### config.mk
export PLATFORM = sky130hd
export DESIGN_NAME = health_scored_source_arbiter_core
export DESIGN_NICKNAME = d
export VERILOG_FILES = /design/src/hdl/hsa_pkg.sv /design/src/hdl/hsa_queue.sv /design/src/hdl/hsa_front.sv /design/src/hdl/hsa_back.sv /design/src/hdl/health_scored_source_arbiter_core.sv
export SDC_FILE = /design/constraint.sdc
export NUM_CORES = 1
export LEC_CHECK = 0
export BUFFER_PORTS_ARGS = -buffer_cell sky130_fd_sc_hd__buf_2
export CELL_PAD_IN_SITES_DETAIL_PLACEMENT = 0
export CELL_PAD_IN_SITES_GLOBAL_PLACEMENT = 2
export CORE_UTILIZATION = 47
export DETAILED_ROUTE_END_ITERATION = 16
export PLACE_DENSITY_LB_ADDON = 0.1
export SLEW_MARGIN = 5
export SYNTH_ARGS = -nofsm -noshare
export SYNTH_HDL_FRONTEND = slang
export SYNTH_HIERARCHICAL = 1
export SYNTH_SLANG_ARGS = --single-unit
### constraint.sdc
create_clock -name clock -period 18.2 [get_ports clock]
set_input_delay 2.73 -clock clock [delete_from_list [all_inputs] [get_ports clock]]
set_output_delay 2.73 -clock clock [all_outputs]
set_load 0.03 [all_outputs]
### src/hdl/hsa_pkg.sv
package hsa_pkg;

   localparam int NUM_SOURCES = 8;
   localparam int SLOT_W      = $clog2(NUM_SOURCES);
   localparam int CNT_W       = $clog2(NUM_SOURCES + 1);
   localparam int MASK_W      = 8;
   localparam int QUEUE_DEPTH = 2;
   localparam int QPTR_W      = $clog2(QUEUE_DEPTH);
   localparam int QCNT_W      = $clog2(QUEUE_DEPTH + 1);

   // command codes on the request channel
   localparam logic [2:0] CMD_REGISTER = 3'd0;
   localparam logic [2:0] CMD_CONNECT  = 3'd1;
   localparam logic [2:0] CMD_PARSE    = 3'd2;
   localparam logic [2:0] CMD_EVENT    = 3'd3;
   localparam logic [2:0] CMD_ARB      = 3'd4;

   // register indexes
   localparam logic [1:0] CSR_SILENCE   = 2'd0;
   localparam logic [1:0] CSR_THRESHOLD = 2'd1;
   localparam logic [1:0] CSR_PENALTY   = 2'd2;
   localparam logic [1:0] CSR_HMAX      = 2'd3;

   localparam logic [31:0] SILENCE_RESET   = 32'd3000;
   localparam logic [6:0]  THRESHOLD_RESET = 7'd50;
   localparam logic [6:0]  PENALTY_RESET   = 7'd5;
   localparam logic [6:0]  HMAX_RESET      = 7'd100;
   localparam logic [15:0] COUNT_MAX       = 16'hFFFF;

   typedef struct packed {
      logic [2:0]  cmd;
      logic [3:0]  source_id;
      logic        flag;
      logic [7:0]  priority_req;
      logic [31:0] now_tick;
   } req_type;

   typedef struct packed {
      logic [3:0]        owner;
      logic              owner_changed;
      logic [MASK_W-1:0] eligible_mask;
      logic [15:0]       migration_count;
      logic [3:0]        entry_count;
      logic              accepted;
   } rsp_type;

   typedef enum logic [2:0] {
      OP_REG,
      OP_CONN,
      OP_PARSE,
      OP_EVENT,
      OP_ARB,
      OP_NONE
   } op_type;

   typedef struct packed {
      op_type      op;
      logic [3:0]  source_id;
      logic        flag;
      logic [7:0]  prio;
      logic [31:0] now;
   } item_type;

   typedef struct packed {
      logic [3:0]  id;
      logic [7:0]  prio;
      logic [6:0]  health;
      logic [15:0] count;
      logic        conn;
      logic        init;
      logic        recv;
      logic        elig;
      logic [31:0] tick;
   } entry_type;

   typedef enum logic [1:0] {
      ST_IDLE,
      ST_WALK,
      ST_APPLY,
      ST_DONE
   } state_type;

   // queue status seen by the front and back ends
   typedef struct packed {
      logic empty;
      logic full;
   } qstat_type;

endpackage

### src/hdl/hsa_queue.sv
module hsa_queue (
   input  logic               clock,
   input  logic               reset,
   input  logic               push,
   input  hsa_pkg::item_type  push_item,
   input  logic               pop,
   output hsa_pkg::item_type  pop_item,
   output hsa_pkg::qstat_type stat
);

   hsa_pkg::item_type                 mem_ff [hsa_pkg::QUEUE_DEPTH];
   logic [hsa_pkg::QPTR_W-1:0]        wr_ptr_ff, wr_ptr_in;
   logic [hsa_pkg::QPTR_W-1:0]        rd_ptr_ff, rd_ptr_in;
   logic [hsa_pkg::QCNT_W-1:0]        cnt_ff, cnt_in;

   // pointer and fill update
   always_comb begin
      wr_ptr_in = wr_ptr_ff;
      rd_ptr_in = rd_ptr_ff;
      cnt_in    = cnt_ff;
      if (push) begin
         wr_ptr_in = wr_ptr_ff + 1'b1;
      end
      if (pop) begin
         rd_ptr_in = rd_ptr_ff + 1'b1;
      end
      if (push && !pop) begin
         cnt_in = cnt_ff + 1'b1;
      end else if (!push && pop) begin
         cnt_in = cnt_ff - 1'b1;
      end
   end

   always_ff @(posedge clock) begin
      if (reset) begin
         wr_ptr_ff <= '0;
         rd_ptr_ff <= '0;
         cnt_ff    <= '0;
      end else begin
         wr_ptr_ff <= wr_ptr_in;
         rd_ptr_ff <= rd_ptr_in;
         cnt_ff    <= cnt_in;
      end
   end

   // storage
   always_ff @(posedge clock) begin
      if (push) begin
         mem_ff[wr_ptr_ff] <= push_item;
      end
   end

   assign pop_item   = mem_ff[rd_ptr_ff];
   assign stat.empty = (cnt_ff == '0);
   assign stat.full  = (cnt_ff == hsa_pkg::QCNT_W'(hsa_pkg::QUEUE_DEPTH));

endmodule

### src/hdl/hsa_front.sv
module hsa_front (
   input  logic               clock,
   input  logic               reset,
   input  logic               start,
   input  hsa_pkg::req_type   req_data,
   output logic               busy,
   input  hsa_pkg::qstat_type qstat,
   output logic               push,
   output hsa_pkg::item_type  push_item
);

   logic              valid_ff, valid_in;
   hsa_pkg::item_type item_ff, item_in;
   logic              take;

   // command decode
   function automatic hsa_pkg::op_type decode(input logic [2:0] cmd);
      hsa_pkg::op_type op;
      unique case (cmd)
         hsa_pkg::CMD_REGISTER: op = hsa_pkg::OP_REG;
         hsa_pkg::CMD_CONNECT:  op = hsa_pkg::OP_CONN;
         hsa_pkg::CMD_PARSE:    op = hsa_pkg::OP_PARSE;
         hsa_pkg::CMD_EVENT:    op = hsa_pkg::OP_EVENT;
         hsa_pkg::CMD_ARB:      op = hsa_pkg::OP_ARB;
         default:               op = hsa_pkg::OP_NONE;
      endcase
      return op;
   endfunction

   assign busy = valid_ff && qstat.full;
   assign push = valid_ff && !qstat.full;
   assign take = start && !busy;

   // holding stage in front of the queue
   always_comb begin
      valid_in = take || (valid_ff && !push);
      item_in  = item_ff;
      if (take) begin
         item_in.op        = decode(req_data.cmd);
         item_in.source_id = req_data.source_id;
         item_in.flag      = req_data.flag;
         item_in.prio      = req_data.priority_req;
         item_in.now       = req_data.now_tick;
      end
   end

   always_ff @(posedge clock) begin
      if (reset) begin
         valid_ff <= 1'b0;
      end else begin
         valid_ff <= valid_in;
      end
   end

   always_ff @(posedge clock) begin
      item_ff <= item_in;
   end

   assign push_item = item_ff;

endmodule

### src/hdl/hsa_back.sv
module hsa_back (
   input  logic               clock,
   input  logic               reset,
   input  logic               csr_we,
   input  logic [1:0]         csr_index,
   input  logic [31:0]        csr_wdata,
   input  hsa_pkg::qstat_type qstat,
   input  hsa_pkg::item_type  pop_item,
   output logic               pop,
   output logic               rsp_valid,
   output hsa_pkg::rsp_type   rsp_data
);

   localparam int N  = hsa_pkg::NUM_SOURCES;
   localparam int SW = hsa_pkg::SLOT_W;
   localparam int CW = hsa_pkg::CNT_W;

   logic [31:0] silence_ff;
   logic [6:0]  threshold_ff, penalty_ff, hmax_ff;

   hsa_pkg::entry_type tbl_ff [N];

   hsa_pkg::state_type state_ff, state_in;
   hsa_pkg::item_type  item_ff, item_in;
   logic [CW-1:0]      used_ff, used_in;
   logic [CW-1:0]      idx_ff, idx_in;
   logic [SW-1:0]      slot_ff, slot_in;
   logic               found_ff, found_in;
   logic [3:0]         owner_ff, owner_in;
   logic [3:0]         old_owner_ff, old_owner_in;
   logic [3:0]         best_ff, best_in;
   logic [7:0]         top_ff, top_in;
   logic [15:0]        mig_ff, mig_in;
   logic               acc_ff, acc_in;

   logic [SW-1:0]      rd_addr;
   hsa_pkg::entry_type rd;
   logic               wr_en;
   logic [SW-1:0]      wr_addr;
   hsa_pkg::entry_type wr_rec;
   logic               walk_end;
   logic               can_add;

   // configuration registers
   always_ff @(posedge clock) begin
      if (reset) begin
         silence_ff   <= hsa_pkg::SILENCE_RESET;
         threshold_ff <= hsa_pkg::THRESHOLD_RESET;
         penalty_ff   <= hsa_pkg::PENALTY_RESET;
         hmax_ff      <= hsa_pkg::HMAX_RESET;
      end else if (csr_we) begin
         unique case (csr_index)
            hsa_pkg::CSR_SILENCE:   silence_ff   <= csr_wdata;
            hsa_pkg::CSR_THRESHOLD: threshold_ff <= csr_wdata[6:0];
            hsa_pkg::CSR_PENALTY:   penalty_ff   <= csr_wdata[6:0];
            hsa_pkg::CSR_HMAX:      hmax_ff      <= csr_wdata[6:0];
            default: ;
         endcase
      end
   end

   assign rd_addr  = (state_ff == hsa_pkg::ST_WALK) ? idx_ff[SW-1:0] : slot_ff;
   assign rd       = tbl_ff[rd_addr];
   assign walk_end = (idx_ff == used_ff);
   assign can_add  = (item_ff.source_id != 4'd0) && (used_ff < CW'(N));

   // next state
   always_comb begin
      state_in = state_ff;
      unique case (state_ff)
         hsa_pkg::ST_IDLE:  if (!qstat.empty) state_in = hsa_pkg::ST_WALK;
         hsa_pkg::ST_WALK:  if (walk_end) state_in = hsa_pkg::ST_APPLY;
         hsa_pkg::ST_APPLY: state_in = hsa_pkg::ST_DONE;
         hsa_pkg::ST_DONE:  state_in = hsa_pkg::ST_IDLE;
         default:           state_in = hsa_pkg::ST_IDLE;
      endcase
   end

   // state outputs
   always_comb begin
      pop       = (state_ff == hsa_pkg::ST_IDLE) && !qstat.empty;
      rsp_valid = (state_ff == hsa_pkg::ST_DONE);
   end

   // table walk and command execution
   always_comb begin
      item_in      = item_ff;
      used_in      = used_ff;
      idx_in       = idx_ff;
      slot_in      = slot_ff;
      found_in     = found_ff;
      owner_in     = owner_ff;
      old_owner_in = old_owner_ff;
      best_in      = best_ff;
      top_in       = top_ff;
      mig_in       = mig_ff;
      acc_in       = acc_ff;
      wr_en        = 1'b0;
      wr_addr      = slot_ff;
      wr_rec       = rd;
      case (state_ff)
         hsa_pkg::ST_IDLE: begin
            if (!qstat.empty) begin
               item_in      = pop_item;
               old_owner_in = owner_ff;
               idx_in       = '0;
               found_in     = 1'b0;
               best_in      = '0;
               top_in       = '0;
               acc_in       = 1'b0;
            end
         end
         hsa_pkg::ST_WALK: begin
            if (!walk_end) begin
               // id lookup, first match wins
               if (!found_ff && item_ff.source_id != 4'd0 && rd.id == item_ff.source_id) begin
                  found_in = 1'b1;
                  slot_in  = idx_ff[SW-1:0];
               end
               // classify this slot on arbitrate
               if (item_ff.op == hsa_pkg::OP_ARB) begin
                  wr_en   = 1'b1;
                  wr_addr = idx_ff[SW-1:0];
                  wr_rec.elig = 1'b0;
                  if (!rd.init || !rd.conn) begin
                  end else if (rd.count == 16'd0) begin
                  end else if (rd.health < threshold_ff) begin
                  end else if (rd.tick != 32'd0 && (item_ff.now - rd.tick) >= silence_ff) begin
                     wr_rec.recv = 1'b0;
                  end else begin
                     wr_rec.elig = 1'b1;
                     wr_rec.recv = 1'b1;
                  end
                  if (wr_rec.elig && rd.prio > top_ff) begin
                     top_in  = rd.prio;
                     best_in = rd.id;
                  end
               end
               idx_in = idx_ff + 1'b1;
            end
         end
         hsa_pkg::ST_APPLY: begin
            case (item_ff.op)
               hsa_pkg::OP_REG: begin
                  wr_rec.id     = item_ff.source_id;
                  wr_rec.prio   = item_ff.prio;
                  wr_rec.health = hmax_ff;
                  wr_rec.count  = '0;
                  wr_rec.conn   = 1'b0;
                  wr_rec.init   = item_ff.flag;
                  wr_rec.recv   = 1'b0;
                  wr_rec.elig   = 1'b0;
                  wr_rec.tick   = '0;
                  if (found_ff) begin
                     wr_en  = 1'b1;
                     acc_in = 1'b1;
                  end else if (can_add) begin
                     wr_en   = 1'b1;
                     wr_addr = used_ff[SW-1:0];
                     used_in = used_ff + 1'b1;
                     acc_in  = 1'b1;
                  end
               end
               hsa_pkg::OP_CONN: begin
                  if (found_ff) begin
                     wr_en  = 1'b1;
                     acc_in = 1'b1;
                     if (item_ff.flag) begin
                        wr_rec.conn = 1'b1;
                     end else begin
                        wr_rec.conn = 1'b0;
                        wr_rec.elig = 1'b0;
                        wr_rec.recv = 1'b0;
                        if (owner_ff == item_ff.source_id) owner_in = '0;
                     end
                  end
               end
               hsa_pkg::OP_PARSE: begin
                  if (found_ff) begin
                     wr_en  = 1'b1;
                     acc_in = 1'b1;
                     if (item_ff.flag) begin
                        if (rd.count != hsa_pkg::COUNT_MAX) wr_rec.count = rd.count + 1'b1;
                        wr_rec.recv = 1'b1;
                        if (rd.health < hmax_ff) wr_rec.health = rd.health + 1'b1;
                     end else if (rd.health > penalty_ff) begin
                        wr_rec.health = rd.health - penalty_ff;
                     end
                  end
               end
               hsa_pkg::OP_EVENT: begin
                  owner_in = item_ff.source_id;
                  if (found_ff) begin
                     wr_en  = 1'b1;
                     acc_in = 1'b1;
                     wr_rec.tick = item_ff.now;
                     if (rd.count != hsa_pkg::COUNT_MAX) wr_rec.count = rd.count + 1'b1;
                     wr_rec.recv = 1'b1;
                     wr_rec.conn = 1'b1;
                     wr_rec.init = 1'b1;
                  end else if (can_add) begin
                     wr_en         = 1'b1;
                     wr_addr       = used_ff[SW-1:0];
                     used_in       = used_ff + 1'b1;
                     acc_in        = 1'b1;
                     wr_rec.id     = item_ff.source_id;
                     wr_rec.prio   = item_ff.prio;
                     wr_rec.health = hmax_ff;
                     wr_rec.count  = 16'd1;
                     wr_rec.conn   = 1'b1;
                     wr_rec.init   = 1'b1;
                     wr_rec.recv   = 1'b1;
                     wr_rec.elig   = 1'b0;
                     wr_rec.tick   = item_ff.now;
                  end
               end
               hsa_pkg::OP_ARB: begin
                  acc_in = 1'b1;
                  if (best_ff != 4'd0 && best_ff != owner_ff) begin
                     if (owner_ff != 4'd0 && mig_ff != hsa_pkg::COUNT_MAX) mig_in = mig_ff + 1'b1;
                     owner_in = best_ff;
                  end
               end
               default: ;
            endcase
         end
         default: ;
      endcase
   end

   always_ff @(posedge clock) begin
      if (reset) begin
         state_ff <= hsa_pkg::ST_IDLE;
         used_ff  <= '0;
         owner_ff <= '0;
         mig_ff   <= '0;
      end else begin
         state_ff <= state_in;
         used_ff  <= used_in;
         owner_ff <= owner_in;
         mig_ff   <= mig_in;
      end
   end

   always_ff @(posedge clock) begin
      item_ff      <= item_in;
      idx_ff       <= idx_in;
      slot_ff      <= slot_in;
      found_ff     <= found_in;
      old_owner_ff <= old_owner_in;
      best_ff      <= best_in;
      top_ff       <= top_in;
      acc_ff       <= acc_in;
   end

   // entry table
   always_ff @(posedge clock) begin
      if (wr_en) begin
         tbl_ff[wr_addr] <= wr_rec;
      end
   end

   // result assembly
   always_comb begin
      rsp_data.owner           = owner_ff;
      rsp_data.owner_changed   = (owner_ff != old_owner_ff);
      rsp_data.migration_count = mig_ff;
      rsp_data.entry_count     = 4'(used_ff);
      rsp_data.accepted        = acc_ff;
      rsp_data.eligible_mask   = '0;
      for (int i = 0; i < hsa_pkg::MASK_W; i++) begin
         if (i < N) begin
            rsp_data.eligible_mask[i] = tbl_ff[i % N].elig && (CW'(i) < used_ff);
         end
      end
   end

endmodule

### src/hdl/health_scored_source_arbiter_core.sv
// health scored source arbiter
// keeps a table of sources with health, priority and silence tracking and
// picks an owner among the eligible ones
// request channel: a command transfers when start is high and busy is low;
// a two-entry queue sits between the decode stage and the execution engine,
// so busy rises only when both are full
// response channel: exactly one result per command, shown on rsp_data for
// one cycle with rsp_valid high; the receiver cannot hold it off
// flow: a command passes the decode stage and the queue, then a walk
// over the used table slots for the lookup or classify, then apply and
// result; the engine pops the next command only after the result of the
// last one, and the single-port walk over up to eight slots sets the rate
// csr port: csr_we writes csr_wdata into register csr_index at once;
// write only while no command is in flight
// reset (synchronous, active high) empties the table and queue, clears the
// owner and migration count and loads register defaults
module health_scored_source_arbiter_core (
   input  logic             clock,
   input  logic             reset,
   input  logic             start,
   output logic             busy,
   input  hsa_pkg::req_type req_data,
   output logic             rsp_valid,
   output hsa_pkg::rsp_type rsp_data,
   input  logic             csr_we,
   input  logic [1:0]       csr_index,
   input  logic [31:0]      csr_wdata
);

   hsa_pkg::qstat_type qstat;
   hsa_pkg::item_type  push_item, pop_item;
   logic               push, pop;

   hsa_front u_front (
      .clock     (clock),
      .reset     (reset),
      .start     (start),
      .req_data  (req_data),
      .busy      (busy),
      .qstat     (qstat),
      .push      (push),
      .push_item (push_item)
   );

   hsa_queue u_queue (
      .clock     (clock),
      .reset     (reset),
      .push      (push),
      .push_item (push_item),
      .pop       (pop),
      .pop_item  (pop_item),
      .stat      (qstat)
   );

   hsa_back u_back (
      .clock     (clock),
      .reset     (reset),
      .csr_we    (csr_we),
      .csr_index (csr_index),
      .csr_wdata (csr_wdata),
      .qstat     (qstat),
      .pop_item  (pop_item),
      .pop       (pop),
      .rsp_valid (rsp_valid),
      .rsp_data  (rsp_data)
   );

endmodule

==> results.md, run 1 <==
* Status: finished, final reports clean
* Worst-skew pair later-pin latency at approximately 0.66 ns
* CTS Hold Bufs at 0
* Avg Cell Area, Syn at roughly 12 um^2
* RSZ-0062 raised after global routing: false
* Distinct cells, synth at 96
* Synth Warn # at 6
* DRT antenna net count at 0
* Layout cells sized above 1 at 0.126
* Vias in the first global route at between 20,000 and 30,000
* Tot GR Track Use at 0.274
* Vias/cell at 6.01
* Die height at 295 um
* TritonCTS Buffers at 93
* Worst setup EP type: flop
* Synthesized cell area at a little over 40,000 um^2
* Worst rel slew slack at 0.137
* Clock tree sinks at 862
* Fin crit period at around 9.3 ns
* Fillers at 7,189
* Endpoints failing hold at 0
* Hold Path Class: flop to flop
* Post-CTS Resized at 0
* CTS tree: yes
* Max-Cap Viols at 0
* Crit path max fanout at 51
* Worst VDD drop at 0.0965 mV
* # DRC at 0
* Largest cells by area after synthesis: edfxtp_1, dfxtp_1, nand2_1, ha_1, nor2_1
* Area grow syn2layout at 11.4%
* H-Tree Depth at 3
* Router iterations before antenna repair at 7
* Final RePlAce weighted congestion at 0.898
* WHS at ~0.44 ns
* Final setup TNS at 0 ns
* Die area at 86,800 um^2
* Yosys top cell area share at 0.579
* Post-synthesis net count at about 3,600
* Die W at around 290 um
* Syn Inst Count at around 3,400
* Worst Tran Pin Value at 1.29 ns
* Clk_skew at between 0.03 and 0.04 ns
* CTS clk-pin slew, worst paths at around 0.06 ns
* Max Root-Sink Buffers at 3
* Slew Viols, Final at 0
* Drt total wl at ~120 mm
* Largest net degree at the start of global routing at 86
* Input/output buffers at ~120
* Most frequent cells after synthesis: edfxtp_1, nand2_1, nor2_1
* Root Buffer: clkbuf_16
* Max Freq at roughly 110 MHz
* WP data arrival at 9.61 ns
* Biggest area consumer among synthesized cells: edfxtp_1
* Post-synth EDFFs at roughly 780
* Postcts setup bufs at 0
* Req. time, crit path at between 15 and 20 ns
* Fin crit share at 0.513
* Final HPWL DP at approximately 75 mm
* First-pass GRT wire length at 177 mm
* Setup WS post-layout at 8.87 ns
* Site row count at ~110
* Leak pwr at ~16 nW
* # IOs at approximately 120
* Initial DRC count at ~2,700
* CP startpoint kind: flop
* Layout Cells excl Fill at roughly 4,700
* Flip-flop and latch count after synthesis at about 860
* Fraction of registers with async set/reset at 0
* Global route overflow at 0
* Endpoints failing setup at 0
* Vias at roughly 28,000
* Critical Path Max Stage Delay at 0.72 ns
* Overall power at 7.60 mW
* Inst Count DP at ~4,500
* WL/cell at 25.4 um
* Post-Place Setup Slack at 9.05 ns
* Post-synthesis sequential area ratio at 0.622
* Initial Util at 0.478
* Crit-path slowest cell: nor4_1
* Fin nets at roughly 3,600
* Initial antenna violation count at 5
* Critical path class: flop to flop
* Ys flop type: edfxtp_1
* PwrDens at ~170 nW/um^2
* Core ar. at ~84,000 um^2
* Top-count cell post-synth: edfxtp_1
-- final cells by class --
| class | instances | area, um^2 | share of cell area |
|---|---|---|---|
| repair buffers | 193 | 1150 | 0.0255 |
| clock buffers | 117 | 2480 | 0.0552 |
| well taps | 1134 | 1420 | 0.0316 |
| inverters | 118 | 443 | 0.00987 |
| flip-flops and latches | 862 | 25000 | 0.558 |
| diodes | 1 | 2.50 | 0.0000558 |
| multi-input cells | 2184 | 13800 | 0.307 |
| clock inverters | 52 | 561 | 0.0125 |
-- flip-flops by register name, summed over array words and instances, names as in the netlist, named ones only --
register	cells
u_back/tbl_ff	560
u_queue/mem_ff	96
u_back/item_ff	48
u_front/push_item	48
u_back/silence_ff	32
u_back/mig_ff	16
u_back/top_ff	8
u_back/hmax_ff	7
u_back/penalty_ff	7
u_back/threshold_ff	7
u_back/best_ff	4
u_back/idx_ff	4
u_back/old_owner_ff	4
u_back/owner_ff	4
u_back/used_ff	4
u_back/slot_ff	3
u_back/state_ff	2
u_queue/cnt_ff	2
u_back/acc_ff	1
u_back/found_ff	1
u_front/valid_ff	1
u_queue/rd_ptr_ff	1
u_queue/wr_ptr_ff	1
-- critical path, delay by kind of cell, from the launching register on --
family                     cells  cell delay, ns
AOI/OAI and AO/OA             16            4.08
buffers and inverters          4            1.79
and+or+nand+nor                4            0.98
adders and majority gates      3            1.33
muxes                          1            0.32
DFF                            1            0.34
-- report_power, final --
part	internal, mW	total [mW]	switching [mW]
clock	1.09	1.88	0.782
combinational	0.981	3.02	2.04
sequential	2.59	2.70	0.107
-- worst paths after layout --
kind	start	to	slack [ns]	cells after the start
setup / recovery	u_back/state_ff[1]$_SDFFE_PP0P_	u_back/best_ff[0]$_SDFFCE_PN0P_	8.87	28
hold / removal	u_front/push_item[3]$_DFFE_PP_	u_queue/mem_ff[1][3]$_DFFE_PP_	0.44	0
setup reg to reg	u_back/state_ff[1]$_SDFFE_PP0P_	u_back/best_ff[0]$_SDFFCE_PN0P_	8.87	28
hold reg to reg	u_front/push_item[3]$_DFFE_PP_	u_queue/mem_ff[1][3]$_DFFE_PP_	0.44	0
-- placed cells by master, fill, tap and decap left out, types with 72 or more instances in the layout --
cell,synthesis,layout
inv_1,113,113
dfxtp_1,85,84
o211ai_1,73,73
edfxtp_1,777,777
clkbuf_16,0,94
buf_2,73,121
a21oi_1,201,201
ha_1,103,102
nand2_1,383,383
o22ai_1,80,80
buf_4,23,72
nor2_1,296,288
o21ai_0,143,142
-- cells by family (layout without fill, tap and decap cells) --
family | Yosys count | count (layout) | share of synthesized area
AOI/OAI and AO/OA | 859 | 859 | 0.141
xor gates and xnor gates | 76 | 76 | 0.0165
adders and majority gates | 105 | 105 | 0.0330
buffers and inverters | 329 | 480 | 0.0395
DFF | 862 | 862 | 0.622
muxes | 125 | 125 | 0.0333
other | 0 | 1 | 0
and+or+nand+nor | 1019 | 1019 | 0.115
-- metal layers --
metal | track usage | vias up | share of wire | wire (um)
met5 | 0 | - | 0.000068 | 8
li1 | - | 12800 | - | -
met4 | 0.0653 | 2 | 0.019 | 2260
met3 | 0.0394 | 167 | 0.072 | 8560
met2 | 0.431 | 1086 | 0.46 | 54000
met1 | 0.399 | 14000 | 0.45 | 53400
-- metrics by stage --
stage,instance area (um^2),util
after floorplan,40300,-
after global placement,41800,0.497
after detailed placement,41800,0.497
after CTS,44900,0.533
after global routing,44900,0.533
final,44900,0.533
Power figures use the tool's default switching activity.
==> run 2, diff against run 1 <==
Settings changed: CORE_UTILIZATION 47 to 43.
Clock period 18.2 ns to 9.4 ns, I/O delays scaled along.
==> run 2 against run 1 <==
Sequential share of layout area fell by 0.26 points. Register-to-register slack got worse by 7.5 ns. Die area rose by 9.2%. Highest routed layer unchanged. Global-route usage fell by 2.1 points. Clock power rose by 90%.
==> results.md, run 2 (synthesis results as in run 1) <==
* Final HPWL DP at 78.0 mm (+4.0%)
* Endpoints failing setup at 0 (unchanged)
* Worst rel slew slack at 0.145 (+0.00866)
* Core ar. at 92,200 um^2 (+9.5%)
* Fin crit period at 8.08 ns (-1.25 ns)
* CTS tree: yes
* WP data arrival at 8.37 ns (-1.24 ns)
* WHS at 0.441 ns (-0.00330 ns)
* Clock tree sinks at 862 (unchanged)
* Max Root-Sink Buffers at 3 (unchanged)
* Die area at 94,900 um^2 (+9.2%)
* H-Tree Depth at 3 (unchanged)
* Footprint of the multi-input gates at 13,800 um^2 (about the same)
* Layout cells sized above 1 at 0.127 (+0.00134)
* Top Registers: u_back/tbl_ff: 560 flops, u_queue/mem_ff: 96 flops
* Worst-skew pair later-pin latency at 0.66 ns (about the same)
* Max Freq at 124 MHz (+15%)
* Clk_skew at 0.0251 ns (-0.00737 ns)
* Slew Viols, Final at 0 (unchanged)
* # IOs at 122 (unchanged)
* Postcts setup bufs at 0 (unchanged)
* Fin nets at 3,658 (+0.41%)
* Most frequent cells in the layout: edfxtp_1, nand2_1, nor2_1, a21oi_1, o21ai_0
* CP startpoint kind: flop
* Vias in the first global route at 27,600 (-0.69%)
* Input/output buffers at 121 (unchanged)
* TritonCTS Buffers at 94 (+1.1%)
* Initial DRC count at 2,436 (-8.2%)
* Max reg flops at 560 (unchanged)
* Router iterations before antenna repair at 6 (-1)
* Fillers at 8,263 (+15%)
* Die height at 308 um (+4.5%)
* Largest net degree at the start of global routing at 86 (unchanged)
* Status: finished, final reports clean
* Critical Path Max Stage Delay at 0.86 ns (+0.14 ns)
* DRT antenna net count at 0 (unchanged)
* Seq. cell area at 25,000 um^2 (unchanged)
* WL/cell at 25.1 um (-0.84%)
* Final RePlAce weighted congestion at 0.862 (-4.0%)
* Hold Path Class: flop to flop
* CTS clk-pin slew, worst paths at 0.06 ns (about the same)
* CP Buf/Inv Count at 3 (-1)
* Area grow syn2layout at 12.0%
* Vias at 27,800 (-0.83%)
* Final setup TNS at 0 ns (unchanged)
* Vias/cell at 5.80 (-3.4%)
* Leak pwr at 15.7 nW (+0.48%)
* Initial antenna violation count at 3 (-2)
* Tot GR Track Use at 0.252 (-0.0211)
* Largest Register: u_back/tbl_ff
* Crit-path slowest cell: o22a_1
* Fin crit share at 0.860 (+0.347)
* Post-CTS Resized at 0 (unchanged)
* First-pass GRT wire length at 179 mm (+0.88%)
* Critical path class: flop to flop
* Drt total wl at 120 mm (+1.8%)
* Worst Tran Pin Value at 1.27 ns (-0.0216 ns)
* Endpoints failing hold at 0 (unchanged)
* Site row count at 111 (+4.7%)
* RSZ-0062 raised after global routing: false
* # DRC at 0 (unchanged)
* Root Buffer: clkbuf_16
* Max-Cap Viols at 0 (unchanged)
* CTS Hold Bufs at 0 (unchanged)
* Req. time, crit path at 9.69 ns (-8.78 ns)
* Commonest non-fill, non-tap cell in the layout: edfxtp_1
* CP top delay family: compound AO/OA/AOI/OAI gates
* PwrDens at 327 nW/um^2 (+93%)
* Ant diodes at 0 (-1)
* Initial Util at 0.437 (-0.0415)
* Crit path max fanout at 33 (-35%)
* Global route overflow at 0 (unchanged)
* Worst setup EP type: flop
* Worst VDD drop at 0.173 mV (+79%)
* Die W at 308 um (+4.5%)
==> run 2: cell types whose count changed in the layout (fill, tap and decap cells not counted), moves of 3 or more <==
cell,before,now
buf_4,72,83
clkbuf_1,19,25
clkbuf_16,94,99
clkinvlp_4,5,0
bufinv_16,9,5
buf_12,0,3
clkinv_1,19,22
==> run 2: area by class of cell <==
type                            count  share of cell area
Multi-Input combinational cell   2184               0.306
Clock buffer                      126              0.0576
Timing Repair Buffer              207              0.0286
Clock inverter                     47             0.00813
Tap cell                         1243              0.0345
Sequential cell                   862               0.555
Inverter                          118             0.00982
==> run 2: metal layers <==
metal  vias to the layer above  routed length [um]  part of all wire  GRT usage
met2                       931               55800              0.46      0.403
met4                         2                2240             0.019     0.0661
met3                       147                7860             0.065     0.0395
met5                         -                   8          0.000066          0
li1                      12800                   -                 -          -
met1                     13900               54500              0.45      0.358
==> run 2: report_power, final <==
group	leakage, nW	switching, mW	internal (mW)
Combinational	6.47	3.99	1.94
Sequential	7.79	0.223	5.02
Clock	1.46	1.50	2.07
Total	15.7	5.71	9.03
==> run 2: worst paths after layout <==
| check | start | slack (ns) | cells past startpoint | to |
|---|---|---|---|---|
| worst max-delay path | u_back/state_ff[1]$_SDFFE_PP0P_ | 1.32 | 28 | u_back/best_ff[2]$_SDFFCE_PN0P_ |
| worst min-delay path | u_front/push_item[20]$_DFFE_PP_ | 0.44 | 0 | u_queue/mem_ff[0][20]$_DFFE_PP_ |
| worst max register to register | u_back/state_ff[1]$_SDFFE_PP0P_ | 1.32 | 28 | u_back/best_ff[2]$_SDFFCE_PN0P_ |
| worst min register to register | u_front/push_item[20]$_DFFE_PP_ | 0.44 | 0 | u_queue/mem_ff[0][20]$_DFFE_PP_ |
==> run 2: per-stage QoR <==
| stage | setup slack (ns) | total power, mW | instance area (um^2) | utilization | cells |
|---|---|---|---|---|---|
| 5_1_grt | 0.693 | 15.5 | 45100 | 0.489 | 4787 |
| 3_5_place_dp | 1.43 | 11.2 | 42100 | 0.457 | 4614 |
| 6_report | 1.32 | 14.7 | 45100 | 0.489 | 4787 |
| 3_3_place_gp | 1.62 | 11.1 | 42100 | 0.457 | 4614 |
| 4_1_cts | 1.38 | 14.8 | 45100 | 0.489 | 4787 |
| 2_1_floorplan | 2.77 | 9.20 | 40300 | - | 3375 |
==> run 2: worst register-to-register path, delay by kind of cell, from the launching register on <==
kind	cells	cell delay, ns
adders and majority gates	4	1.34
and+or+nand+nor	7	1.76
DFF	1	0.34
AOI/OAI and AO/OA	13	3.80
xor gates and xnor gates	1	0.15
buffers and inverters	3	0.34
